$ cat src/sv/ssq_pkg.sv
// ----------------------------------------------------------------------------
// ssq_pkg
// Shared types and constants for the servo slew sequencer: request codes,
// modes, field widths, the constant-divide reciprocal and the structs that
// pass between the configuration block and the core.
// ----------------------------------------------------------------------------
package ssq_pkg;

	// field widths
	localparam int unsigned ANGLE_W    = 8;
	localparam int unsigned DUR_W      = 15;
	localparam int unsigned TIME_W     = 32;
	localparam int unsigned STEP_W     = 6;
	localparam int unsigned REQ_W      = 3;
	localparam int unsigned CFG_IDX_W  = 8;
	localparam int unsigned CFG_DATA_W = DUR_W;

	// default number of steps per move (range 1 to 63)
	localparam int unsigned STEPS_DEF = 32;

	// divide by STEPS through a reciprocal: floor(n * RECIP >> DIV_SHIFT)
	// is exact for n below 2**15 and any step count up to 63
	localparam int unsigned DIV_SHIFT = 21;
	localparam int unsigned RECIP_W   = DIV_SHIFT + 1;
	localparam int unsigned RM_W      = ANGLE_W + RECIP_W;

	// register reset values
	localparam int unsigned ANGLE_LOW_RST  = 0;
	localparam int unsigned ANGLE_HIGH_RST = 180;
	localparam int unsigned SLOW_DUR_RST   = 1000;
	localparam int unsigned FAST_DUR_RST   = 1000;

	// request codes
	typedef enum logic [REQ_W-1:0] {
		REQ_TICK  = 3'd0,
		REQ_SET   = 3'd1,
		REQ_START = 3'd2,
		REQ_STOP  = 3'd3,
		REQ_LOAD  = 3'd4
	} req_t;

	// operating modes
	typedef enum logic [1:0] {
		MODE_OFF    = 2'd0,
		MODE_READY  = 2'd1,
		MODE_MOVING = 2'd2
	} mode_t;

	// configuration register indexes
	typedef enum logic [CFG_IDX_W-1:0] {
		CFG_ANGLE_LOW  = 8'd0,
		CFG_ANGLE_HIGH = 8'd1,
		CFG_SLOW_DUR   = 8'd2,
		CFG_FAST_DUR   = 8'd3
	} cfg_idx_t;

	// configuration as seen by the core, with precomputed divides
	typedef struct packed {
		logic [ANGLE_W-1:0] angle_low;
		logic [ANGLE_W-1:0] angle_high;
		logic               range_neg;
		logic [RM_W-1:0]    range_rm;
		logic [DUR_W-1:0]   slow_step_ms;
		logic [DUR_W-1:0]   fast_step_ms;
	} cfg_t;

	// one input item
	typedef struct packed {
		logic [REQ_W-1:0]  req_type;
		logic [TIME_W-1:0] now_ms;
		logic              target_position;
		logic              fast_rate;
	} item_t;

	// one result item
	typedef struct packed {
		logic               drive_valid;
		logic [ANGLE_W-1:0] drive_angle;
		logic               pwm_enabled;
		logic               is_moving;
		logic               move_done;
	} result_t;

endpackage

$ cat src/sv/ssq_cfg.sv
// ----------------------------------------------------------------------------
// ssq_cfg
// Configuration registers. On each write the signed angle range times the
// step reciprocal and the per-step durations are worked out and stored, so
// the core only needs one small multiply per item.
// ----------------------------------------------------------------------------
module ssq_cfg
	import ssq_pkg::*;
#(
	parameter int unsigned STEPS = STEPS_DEF
) (
	input  logic                  clk,
	input  logic                  arst_n,
	input  logic                  wr_en,
	input  logic [CFG_IDX_W-1:0]  wr_index,
	input  logic [CFG_DATA_W-1:0] wr_data,
	output cfg_t                  cfg
);

	localparam int unsigned RECIP    = ((2 ** DIV_SHIFT) + STEPS - 1) / STEPS;
	localparam int unsigned DPROD_W  = DUR_W + RECIP_W;
	localparam bit          NEG_RST  = ANGLE_HIGH_RST < ANGLE_LOW_RST;
	localparam int unsigned MAG_RST  = NEG_RST ? (ANGLE_LOW_RST - ANGLE_HIGH_RST)
	                                           : (ANGLE_HIGH_RST - ANGLE_LOW_RST);
	localparam longint unsigned RM_RST_L = longint'(MAG_RST) * longint'(RECIP);
	localparam logic [RM_W-1:0]  RM_RST  = RM_W'(RM_RST_L);
	localparam logic [DUR_W-1:0] SLOW_STEP_RST = DUR_W'(SLOW_DUR_RST / STEPS);
	localparam logic [DUR_W-1:0] FAST_STEP_RST = DUR_W'(FAST_DUR_RST / STEPS);

	logic [ANGLE_W-1:0] angle_low_q;
	logic [ANGLE_W-1:0] angle_high_q;
	logic               range_neg_q;
	logic [RM_W-1:0]    range_rm_q;
	logic [DUR_W-1:0]   slow_step_q;
	logic [DUR_W-1:0]   fast_step_q;

	logic [ANGLE_W-1:0] new_low;
	logic [ANGLE_W-1:0] new_high;
	logic [ANGLE_W:0]   diff;
	logic [ANGLE_W:0]   diff_neg;
	logic [ANGLE_W-1:0] mag;
	logic [RM_W-1:0]    rm_next;
	logic [DPROD_W-1:0] dur_prod;
	logic [DUR_W-1:0]   dur_step;

	// range of the end angles after this write
	always_comb begin
		new_low  = angle_low_q;
		new_high = angle_high_q;
		if (wr_index == CFG_ANGLE_LOW) begin
			new_low = wr_data[ANGLE_W-1:0];
		end
		if (wr_index == CFG_ANGLE_HIGH) begin
			new_high = wr_data[ANGLE_W-1:0];
		end
		diff     = {1'b0, new_high} - {1'b0, new_low};
		diff_neg = ~diff + {{ANGLE_W{1'b0}}, 1'b1};
		mag      = diff[ANGLE_W] ? diff_neg[ANGLE_W-1:0] : diff[ANGLE_W-1:0];
		rm_next  = RM_W'(mag) * RM_W'(RECIP);
	end

	// written duration divided by the step count
	assign dur_prod = DPROD_W'(wr_data) * DPROD_W'(RECIP);
	assign dur_step = dur_prod[DIV_SHIFT +: DUR_W];

	// register file
	always_ff @(posedge clk or negedge arst_n) begin
		if (!arst_n) begin
			angle_low_q  <= ANGLE_W'(ANGLE_LOW_RST);
			angle_high_q <= ANGLE_W'(ANGLE_HIGH_RST);
			range_neg_q  <= NEG_RST;
			range_rm_q   <= RM_RST;
			slow_step_q  <= SLOW_STEP_RST;
			fast_step_q  <= FAST_STEP_RST;
		end else if (wr_en) begin
			unique case (wr_index)
				CFG_ANGLE_LOW, CFG_ANGLE_HIGH: begin
					angle_low_q  <= new_low;
					angle_high_q <= new_high;
					range_neg_q  <= diff[ANGLE_W];
					range_rm_q   <= rm_next;
				end
				CFG_SLOW_DUR: begin
					slow_step_q <= dur_step;
				end
				CFG_FAST_DUR: begin
					fast_step_q <= dur_step;
				end
				default: begin
				end
			endcase
		end
	end

	assign cfg.angle_low    = angle_low_q;
	assign cfg.angle_high   = angle_high_q;
	assign cfg.range_neg    = range_neg_q;
	assign cfg.range_rm     = range_rm_q;
	assign cfg.slow_step_ms = slow_step_q;
	assign cfg.fast_step_ms = fast_step_q;

endmodule

$ cat src/sv/ssq_core.sv
// ----------------------------------------------------------------------------
// ssq_core
// Mode, position, rate, due time and step counter, and the single-pass
// update that turns one request into one result.
// ----------------------------------------------------------------------------
module ssq_core
	import ssq_pkg::*;
#(
	parameter int unsigned STEPS = STEPS_DEF
) (
	input  logic    clk,
	input  logic    arst_n,
	input  logic    fire,
	input  item_t   item,
	input  cfg_t    cfg,
	output result_t res
);

	localparam int unsigned PROD_W = RM_W + STEP_W;

	mode_t              mode_q, mode_d;
	logic               pos_q, pos_d;
	logic               rate_q, rate_d;
	logic [TIME_W-1:0]  due_q, due_d;
	logic [STEP_W-1:0]  step_q, step_d;

	logic [STEP_W-1:0]  step_inc;
	logic [PROD_W-1:0]  prod;
	logic [ANGLE_W-1:0] inc;
	logic [ANGLE_W-1:0] up_angle;
	logic [ANGLE_W-1:0] dn_angle;
	logic [DUR_W-1:0]   step_ms;
	logic [TIME_W-1:0]  due_next;
	logic               tick_due;

	// angle of the current step: trunc((k+1)*range/STEPS)
	assign step_inc = step_q + {{(STEP_W-1){1'b0}}, 1'b1};
	assign prod     = PROD_W'(step_inc) * PROD_W'(cfg.range_rm);
	assign inc      = prod[DIV_SHIFT +: ANGLE_W];
	assign up_angle = cfg.range_neg ? (cfg.angle_low - inc) : (cfg.angle_low + inc);
	assign dn_angle = cfg.range_neg ? (cfg.angle_high + inc) : (cfg.angle_high - inc);

	// next due time and tick test
	assign step_ms  = rate_q ? cfg.fast_step_ms : cfg.slow_step_ms;
	assign due_next = item.now_ms + TIME_W'(step_ms);
	assign tick_due = (mode_q == MODE_MOVING) && (item.now_ms > due_q);

	// request decode and next state
	always_comb begin
		mode_d = mode_q;
		pos_d  = pos_q;
		rate_d = rate_q;
		due_d  = due_q;
		step_d = step_q;
		res    = '0;
		case (item.req_type)
			REQ_TICK: begin
				if (tick_due) begin
					due_d = due_next;
					if (step_q < STEP_W'(STEPS)) begin
						res.drive_valid = 1'b1;
						res.drive_angle = pos_q ? up_angle : dn_angle;
						step_d          = step_inc;
					end else begin
						step_d        = '0;
						mode_d        = MODE_READY;
						res.move_done = 1'b1;
					end
				end
			end
			REQ_SET: begin
				if (item.target_position != pos_q && mode_q == MODE_READY) begin
					pos_d  = item.target_position;
					rate_d = item.fast_rate;
					mode_d = MODE_MOVING;
				end
			end
			REQ_START: begin
				if (mode_q == MODE_OFF) begin
					res.drive_valid = 1'b1;
					res.drive_angle = pos_q ? cfg.angle_high : cfg.angle_low;
					mode_d          = MODE_READY;
				end
			end
			REQ_STOP: begin
				if (mode_q == MODE_READY) begin
					mode_d = MODE_OFF;
				end
			end
			REQ_LOAD: begin
				pos_d = item.target_position;
			end
			default: begin
			end
		endcase
		res.pwm_enabled = (mode_d != MODE_OFF);
		res.is_moving   = (mode_d == MODE_MOVING);
	end

	// state registers
	always_ff @(posedge clk or negedge arst_n) begin
		if (!arst_n) begin
			mode_q <= MODE_OFF;
			pos_q  <= 1'b0;
			rate_q <= 1'b0;
			due_q  <= '0;
			step_q <= '0;
		end else if (fire) begin
			mode_q <= mode_d;
			pos_q  <= pos_d;
			rate_q <= rate_d;
			due_q  <= due_d;
			step_q <= step_d;
		end
	end

endmodule

$ cat src/sv/servo_slew_sequencer.sv
// ----------------------------------------------------------------------------
// servo_slew_sequencer
// Two-position servo slew sequencer. Takes one request item per clock while
// in_stall is low and gives one result item per request, through the input
// register, then the result register. All work for an item is one pass through
// the core between those registers, and the core's state is updated in the
// same cycle, so the next item follows without a gap; while the previous result
// waits to be taken, the input register can still take one new item. Step
// angles and per-step times come from divides by STEPS that are worked out
// when a configuration register is written; the configuration port is
// always ready.
// ----------------------------------------------------------------------------
module servo_slew_sequencer
	import ssq_pkg::*;
#(
	parameter int unsigned STEPS = STEPS_DEF
) (
	input  logic                  clk,
	input  logic                  arst_n,
	// request channel
	input  logic                  in_valid,
	output logic                  in_stall,
	input  logic [REQ_W-1:0]      req_type,
	input  logic [TIME_W-1:0]     now_ms,
	input  logic                  target_position,
	input  logic                  fast_rate,
	// result channel
	output logic                  out_valid,
	input  logic                  out_stall,
	output logic                  drive_valid,
	output logic [ANGLE_W-1:0]    drive_angle,
	output logic                  pwm_enabled,
	output logic                  is_moving,
	output logic                  move_done,
	// configuration write channel
	input  logic                  cfg_valid,
	output logic                  cfg_ready,
	input  logic [CFG_IDX_W-1:0]  cfg_index,
	input  logic [CFG_DATA_W-1:0] cfg_data
);

	cfg_t    cfg;
	item_t   item_s1;
	logic    valid_s1;
	result_t res;
	result_t res_q;
	logic    out_valid_q;
	logic    advance;
	logic    fire;

	// configuration registers
	assign cfg_ready = 1'b1;

	ssq_cfg #(
		.STEPS(STEPS)
	) u_cfg (
		.clk     (clk),
		.arst_n  (arst_n),
		.wr_en   (cfg_valid & cfg_ready),
		.wr_index(cfg_index),
		.wr_data (cfg_data),
		.cfg     (cfg)
	);

	// flow control: stage 1 moves on when the result register is empty or being taken
	assign advance  = !out_valid_q || !out_stall;
	assign fire     = valid_s1 && advance;
	assign in_stall = valid_s1 && !advance;

	// input register
	always_ff @(posedge clk or negedge arst_n) begin
		if (!arst_n) begin
			valid_s1 <= 1'b0;
		end else if (!in_stall) begin
			valid_s1 <= in_valid;
		end
	end

	always_ff @(posedge clk) begin
		if (in_valid && !in_stall) begin
			item_s1.req_type        <= req_type;
			item_s1.now_ms          <= now_ms;
			item_s1.target_position <= target_position;
			item_s1.fast_rate       <= fast_rate;
		end
	end

	// state and request handling
	ssq_core #(
		.STEPS(STEPS)
	) u_core (
		.clk   (clk),
		.arst_n(arst_n),
		.fire  (fire),
		.item  (item_s1),
		.cfg   (cfg),
		.res   (res)
	);

	// result register
	always_ff @(posedge clk or negedge arst_n) begin
		if (!arst_n) begin
			out_valid_q <= 1'b0;
		end else if (advance) begin
			out_valid_q <= valid_s1;
		end
	end

	always_ff @(posedge clk) begin
		if (fire) begin
			res_q <= res;
		end
	end

	assign out_valid   = out_valid_q;
	assign drive_valid = res_q.drive_valid;
	assign drive_angle = res_q.drive_angle;
	assign pwm_enabled = res_q.pwm_enabled;
	assign is_moving   = res_q.is_moving;
	assign move_done   = res_q.move_done;

endmodule
$ cat config.mk
export PLATFORM = sky130hd
export DESIGN_NAME = servo_slew_sequencer
export DESIGN_NICKNAME = d
export VERILOG_FILES = /design/src/sv/ssq_pkg.sv /design/src/sv/ssq_cfg.sv /design/src/sv/ssq_core.sv /design/src/sv/servo_slew_sequencer.sv
export SDC_FILE = /design/constraint.sdc
export NUM_CORES = 1
export LEC_CHECK = 0
export ABC_AREA = 1
export ABC_CLOCK_PERIOD_IN_PS = 5800
export BUFFER_PORTS_ARGS = -buffer_cell sky130_fd_sc_hd__buf_2
export CAP_MARGIN = 25
export CORE_MARGIN = 3
export CORE_UTILIZATION = 30
export DETAILED_ROUTE_END_ITERATION = 8
export PLACE_DENSITY = 0.51
export SLEW_MARGIN = 30
export SYNTH_ARGS = -nofsm -noshare
export SYNTH_HDL_FRONTEND = slang
export SYNTH_SLANG_ARGS = --single-unit
$ cat constraint.sdc
create_clock -name clk -period 5.8 [get_ports clk]
set_input_delay 0.29 -clock clk [delete_from_list [all_inputs] [get_ports clk]]
set_output_delay 0.29 -clock clk [all_outputs]
set_load 0.01 [all_outputs]
==> results of run 1 <==
## synthesized netlist by cell type (3+ instances only)
master	number	share of area
o211ai_1	3	0.0023
nand2_1	280	0.11
dfrtp_1	71	0.18
mux2i_1	3	0.0030
nor2_2	3	0.0019
o21bai_1	6	0.0045
and2_1	3	0.0019
nand3_2	5	0.0050
nand3b_1	6	0.0045
o31ai_1	3	0.0023
nor2_1	86	0.032
buf_2	4	0.0020
nor2_4	6	0.0068
nand2_2	12	0.0075
edfxtp_1	49	0.15
nor3_1	5	0.0025
o21ai_1	17	0.0085
inv_1	210	0.079
nand3_1	44	0.022
a21oi_1	50	0.025
buf_4	6	0.0045
dfstp_2	18	0.047
nand2_4	3	0.0034
fa_1	27	0.054
ha_1	86	0.11
nor3_2	4	0.0040
clkbuf_1	14	0.0053
xnor2_1	10	0.0088
xor2_1	36	0.032
o22ai_1	4	0.0025
o21ai_0	114	0.057
nand4_1	13	0.0081
## layout make-up
cell class | count | share of cell area
multi-input cells | 855 | 0.4716
flip-flops and latches | 138 | 0.2976
repair buffers | 135 | 0.07044
inverters | 214 | 0.06444
well taps | 442 | 0.04423
clock buffers | 18 | 0.03512
clock inverters | 14 | 0.01661
## worst max-delay path, delay by kind of cell (launching register included)
family | cells | cell delay [ns]
buffers and inverters | 5 | 0.45
adders and majority gates | 6 | 2.45
DFF | 1 | 0.42
AOI/OAI and AO/OA | 4 | 0.53
and+or+nand+nor | 12 | 0.99
xor gates and xnor gates | 2 | 0.43
## metal layers
metal / vias to the layer above / GRT usage / part of all wire / wire length, microns
met3: 15 / 0.02586 / 0.038 / 951
li1: 4231 / - / - / -
met1: 3845 / 0.2046 / 0.51 / 12810
met5: - / 0 / 0 / 0
met2: 122 / 0.2249 / 0.45 / 11270
met4: 0 / 0.03609 / 0.0092 / 232
## how the worst max path moves through the flow
stage	to	slack (ns)	start	cells after the start
final	drive_angle[7]	0.30	u_core.step_q[0]	29
after global routing	drive_angle[7]	-0.07	u_core.step_q[0]	32
after CTS	drive_angle[6]	0.03	u_core.step_q[0]	31
after detailed placement	drive_angle[6]	-0.18	u_core.step_q[1]	29
after global placement	drive_angle[5]	-0.07	u_core.step_q[0]	27
after floorplan	drive_angle[7]	0.04	u_core.step_q[0]	30
## sequential cells by signal (all words and copies together), names as in the netlist, 2 cells and up
signal / cells
item_s1: 37
u_core.due_q: 32
u_cfg.fast_step_q: 10
u_cfg.slow_step_q: 10
drive_angle: 8
u_cfg.angle_high_q: 8
u_cfg.angle_low_q: 8
u_cfg.range_rm_q: 8
u_core.step_q: 6
u_core.mode_q: 2
## through the flow
step,hold slack (ns),setup WS [ns],TNS [ns]
after global placement,0.2263,-0.07102,-0.1485
after global routing,0.006952,-0.07163,-0.1202
final,0.02238,0.3026,0
after floorplan,-0.005591,0.03655,0
after CTS,0.001186,0.02601,0
after detailed placement,0.2293,-0.1814,-0.5019
## logic make-up (layout without fill, tap and decap cells)
group	Yosys count	after routing	synth area share
xor+xnor	47	47	0.04200
flops	138	138	0.3729
buf+inv	239	381	0.09278
mux	3	3	0.003009
compound gates	213	213	0.1156
fa+ha+maj	113	113	0.1620
other cells	1	1	0.0003758
simple gates	478	478	0.2114
## power by group
part / switching [mW] / total (mW) / leakage (nW) / internal, mW
sequential: 0.111 / 1.26 / 1.61 / 1.15
combinational: 0.973 / 1.72 / 3.92 / 0.751
clock: 0.477 / 1.22 / 0.311 / 0.743
total: 1.56 / 4.20 / 5.84 / 2.64
## what timing repair did
item	in CTS	in global routing
hold endpoints to repair	30	0
pin swaps	7	78
buffers inserted	2	12
resized for setup	16	117
hold buffers	7	0
setup endpoints to repair	4	5
==> results.ini, run 1 <==
[clock_network]
clk_latency_ns=0.45
cts_root_buf=clkbuf_16
tritoncts=done
cts_buffer_depth=2
htree_num_levels=4
clk_pin_slew_ns=0.07
cts_buffers=17
clock_sinks=138

[die]
die_x_microns=188.4
fp-row-count=66
io_pins=80
start_util=0.3052
die-area_sq_um=35490
coreArea_sq_um=32700
die_h_microns=188.4

[route]
drt.antenna.violating_nets=0
first_iter_violations=403
wl_microns=25260
via_per_inst=4.523
firstDrtPassIters=5
drc=0
dr_total_vias=8213
routedWlPerCell_microns=13.91

[final_layout]
final_common_cell=nand2_1
syn_to_final_growth_pct=25.30
n_antenna_cell=0
multi_input_area_sq_um=5897
seqCellArea_sq_um=3721
postLayoutCoreUtil=0.3824
fillers=3445
final_cell_area_sq_um=12500
nets=1539
final_layout_size_suffix_gt1_frac=0.2293
final_cell_mix=nand2_1 (261), inv_1 (193), o21ai_0 (103)
layout.cells.non_filler=1816

[global_routing]
antenna_found_initial=0
grt_pass1_wl_microns=40820
grt_max_degree=66
grt_pass1_vias=7930
grt.total_usage=0.1431
overflow=0

[min_path]
hold_path.class=in -> reg
holdCritStartpoint=now_ms[1]
hold_depth=1
holdPathEnd=item_s1[3]

[yosys]
async_reset_ff_frac=0.6449
syn-num-nets=1410
synth_ff_type=dfrtp_1
ys_seq_elements=138
yosys.cell_types.count=55
yosys_warnings=0
syn_inst=1232
post_synth.cell_area_avg_sq_um=8.100
synth_area_sq_um=9980
synth_edf_count=49
synth_seq_area_share=0.3729

[worst_setup_path]
end_kind=flip-flop
crit_slowest_cell=fa_1
cp_max_fo=4
r2r_cells=29
r2r_end=drive_angle[7]
crit_type=reg -> reg
critPathMaxStageDelay_ns=0.54
worst_ep_required_time_ns=6.01
startpoint_type=flip-flop
reg2reg_slack_ns=0.30
r2r-start=u_core.step_q[0]
crit_arrival_ns=5.70
crit_top_cell=nand2_2

[power]
leakagePower_nw=5.842
irDropWorstVdd_uv=219.0
power_per_cell_area_nw_per_um2=336.1
power_mw=4.202

[place]
io_buffers=78
finalWeightedCongestion=0.8475
dp_hpwl_microns=18860
dp_cells=1765
dpl_cell_area_sq_um=11100

[sta]
worstMarginPinSlew_ns=0.8915
finalClockSkew_ns=0.01398
rsz0062_at_grt=true
setup_viol=0
period_needed_ns=5.497
relSlewSlack=0.4057
finalCritPeriodShare=0.9478
max_freq_mhz=181.9
slew_violations=0
hold_viol_final=0

[outcome]
status=completed

[run]
drv_cap=0

Note: power is estimated with default switching activity, not from simulation.
==> inputs of run 2 (changes only) <==
- ABC_CLOCK_PERIOD_IN_PS: 5800 -> default
- CORE_ASPECT_RATIO: default -> 1.2
==> results.ini, run 2 (synthesis results as in run 1) <==
[outcome]
status=completed  ; unchanged

[worst_setup_path]
worstSetupStartpoint=u_core.step_q[1]  ; was u_core.step_q[0]
worst_ep_required_time_ns=5.98  ; was 6.01 ns
reg2reg_slack_ns=0.21  ; was 0.30 ns
crit_slowest_cell=fa_1  ; unchanged
r2r-start=u_core.step_q[1]  ; was u_core.step_q[0]
crit_type=reg -> reg  ; unchanged
cp_max_fo=8  ; was 4
crit_arrival_ns=5.77  ; was 5.70 ns
startpoint_type=flip-flop  ; unchanged
end_kind=flip-flop  ; unchanged
critPathMaxStageDelay_ns=0.55  ; was 0.54 ns

[clock_network]
clk_pin_slew_ns=0.07  ; about the same
cts_root_buf=clkbuf_16  ; unchanged
htree_num_levels=4  ; unchanged
clk_latency_ns=0.43  ; was 0.45 ns
cts_buffer_depth=2  ; unchanged
tritoncts=done  ; unchanged
cts_buffers=17  ; unchanged
clock_sinks=138  ; unchanged

[route]
routedWlPerCell_microns=14.42  ; was 13.91 microns
met1_length_microns=11510  ; was 12,810 microns
wl_met3_microns=958  ; was 951 microns
drt.antenna.violating_nets=0  ; unchanged
dr_total_vias=8287  ; was 8,213
firstDrtPassIters=5  ; unchanged
first_iter_violations=392  ; was 403
wl_microns=25970  ; was 25,260 microns
via_per_inst=4.601  ; was 4.523
top_layer=met4  ; unchanged
dr_wl_met2_microns=13100  ; was 11,270 microns
drc=0  ; unchanged

[min_path]
holdCritStartpoint=now_ms[7]  ; was now_ms[1]
hold_path.class=in -> reg  ; unchanged

[sta]
period_needed_ns=5.590  ; was 5.497 ns
relSlewSlack=0.3958  ; was 0.4057
slew_violations=0  ; unchanged
setup_viol=0  ; unchanged
rsz0062_at_grt=true  ; unchanged
hold_viol_final=0  ; unchanged
finalClockSkew_ns=0.01440  ; was 0.01398 ns
finalCritPeriodShare=0.9638  ; was 0.9478
worstMarginPinSlew_ns=0.9063  ; was 0.8915 ns
max_freq_mhz=178.9  ; was 181.9 MHz

[final_layout]
layout.cells.non_filler=1801  ; was 1,816
final_layout_size_suffix_gt1_frac=0.2041  ; was 0.2293
fillers=3413  ; was 3,445
final_cell_mix=nand2_1 (271), inv_1 (199), o21ai_0 (106)  ; was nand2_1 (261), inv_1 (193), o21ai_0 (103)
n_antenna_cell=0  ; unchanged
largest_register=item_s1  ; unchanged
nets=1522  ; was 1,539
final_cell_area_sq_um=12110  ; was 12,500 sq um
postLayoutCoreUtil=0.3724  ; was 0.3824
final_common_cell=nand2_1  ; unchanged
syn_to_final_growth_pct=21.35  ; was 25.30%
largest_register_ffs=37  ; unchanged
largest_registers=item_s1: 37 flops, u_core.due_q: 32 flops  ; unchanged

[die]
coreArea_sq_um=32520  ; was 32,700 sq um
io_pins=80  ; unchanged
fp-row-count=72  ; was 66
die_h_microns=205.8  ; was 188.4 microns
start_util=0.3069  ; was 0.3052
die_x_microns=172.5  ; was 188.4 microns
die-area_sq_um=35500  ; was 35,490 sq um

[place]
dpl_cell_area_sq_um=11070  ; was 11,100 sq um
io_buffers=78  ; unchanged
dp_hpwl_microns=19900  ; was 18,860 microns
finalWeightedCongestion=0.8198  ; was 0.8475
dp_cells=1762  ; was 1,765

[power]
power_mw=3.898  ; was 4.202 mW
irDropWorstVdd_uv=209.7  ; was 219.0 uV
power_per_cell_area_nw_per_um2=321.9  ; was 336.1 nW/um^2
leakagePower_nw=5.673  ; was 5.842 nW

[global_routing]
overflow=0  ; unchanged
grt_pass1_vias=8262  ; was 7,930
grt_max_degree=70  ; was 66
grt_pass1_wl_microns=42190  ; was 40,820 microns
antenna_found_initial=0  ; unchanged
grt.total_usage=0.1509  ; was 0.1431

[run]
drv_cap=0  ; unchanged

## run 2: report_power, final
| part | internal, mW | leakage (nW) | switching (mW) |
|---|---|---|---|
| sequential | 1.15 | 1.61 | 0.112 |
| clock | 0.563 | 0.266 | 0.478 |
| combinational | 0.678 | 3.80 | 0.919 |
## run 2: path summary, 6_finish.rpt
check,end,cells past startpoint
max,drive_angle[7],30
max in group asynchronous,u_cfg.angle_low_q[4],3
min,item_s1[9],1
max reg2reg,drive_angle[7],30
min in group asynchronous,out_valid,2
min reg2reg,u_core.rate_q,2
## run 2: layout make-up
cell class                 instances  area [sq um]  share of cell area
clock inverter                    15         132.6             0.01095
clock buffer                      17         425.4             0.03513
tap                              444         555.5             0.04587
sequential                       138          3721              0.3073
timing repair buffer             118         710.7             0.05868
inverter                         214         803.3             0.06633
multi-input combinational        855          5762              0.4758
## run 2: what timing repair did
action | CTS | global route
endpoints found under the hold margin | 16 | 0
setup endpoints to repair | 4 | 5
gates cloned | 0 | 0
resized for setup | 12 | 75
pin swaps | 3 | 42
buffers inserted | 1 | 5
hold buffers | 1 | 0
## run 2: layer usage
metal / GRT usage / up-vias
met4: 0.04193 / 0
met3: 0.02248 / 25
met5: 0 / -
li1: - / 4204
met2: 0.2626 / 153
met1: 0.1940 / 3905
## run 2: worst max-delay path, delay by kind of cell (launching register included)
kind                       cells  cell delay [ns]
AOI/OAI and AO/OA              1             0.17
xor gates and xnor gates       3             0.61
adders and majority gates      6             2.38
buffers and inverters          6             0.55
DFF                            1             0.41
and+or+nand+nor               14             1.22
## run 2: metrics by stage
step	setup WS [ns]	hold slack [ns]	setup TNS, ns
after floorplan	0.03655	-0.005591	0
after global placement	-0.06198	0.2023	-0.1600
after detailed placement	-0.1350	0.2059	-0.3909
after CTS	0.01177	0.007818	0
after global routing	-0.2096	0.005864	-0.5186
final	0.2100	0.02751	0
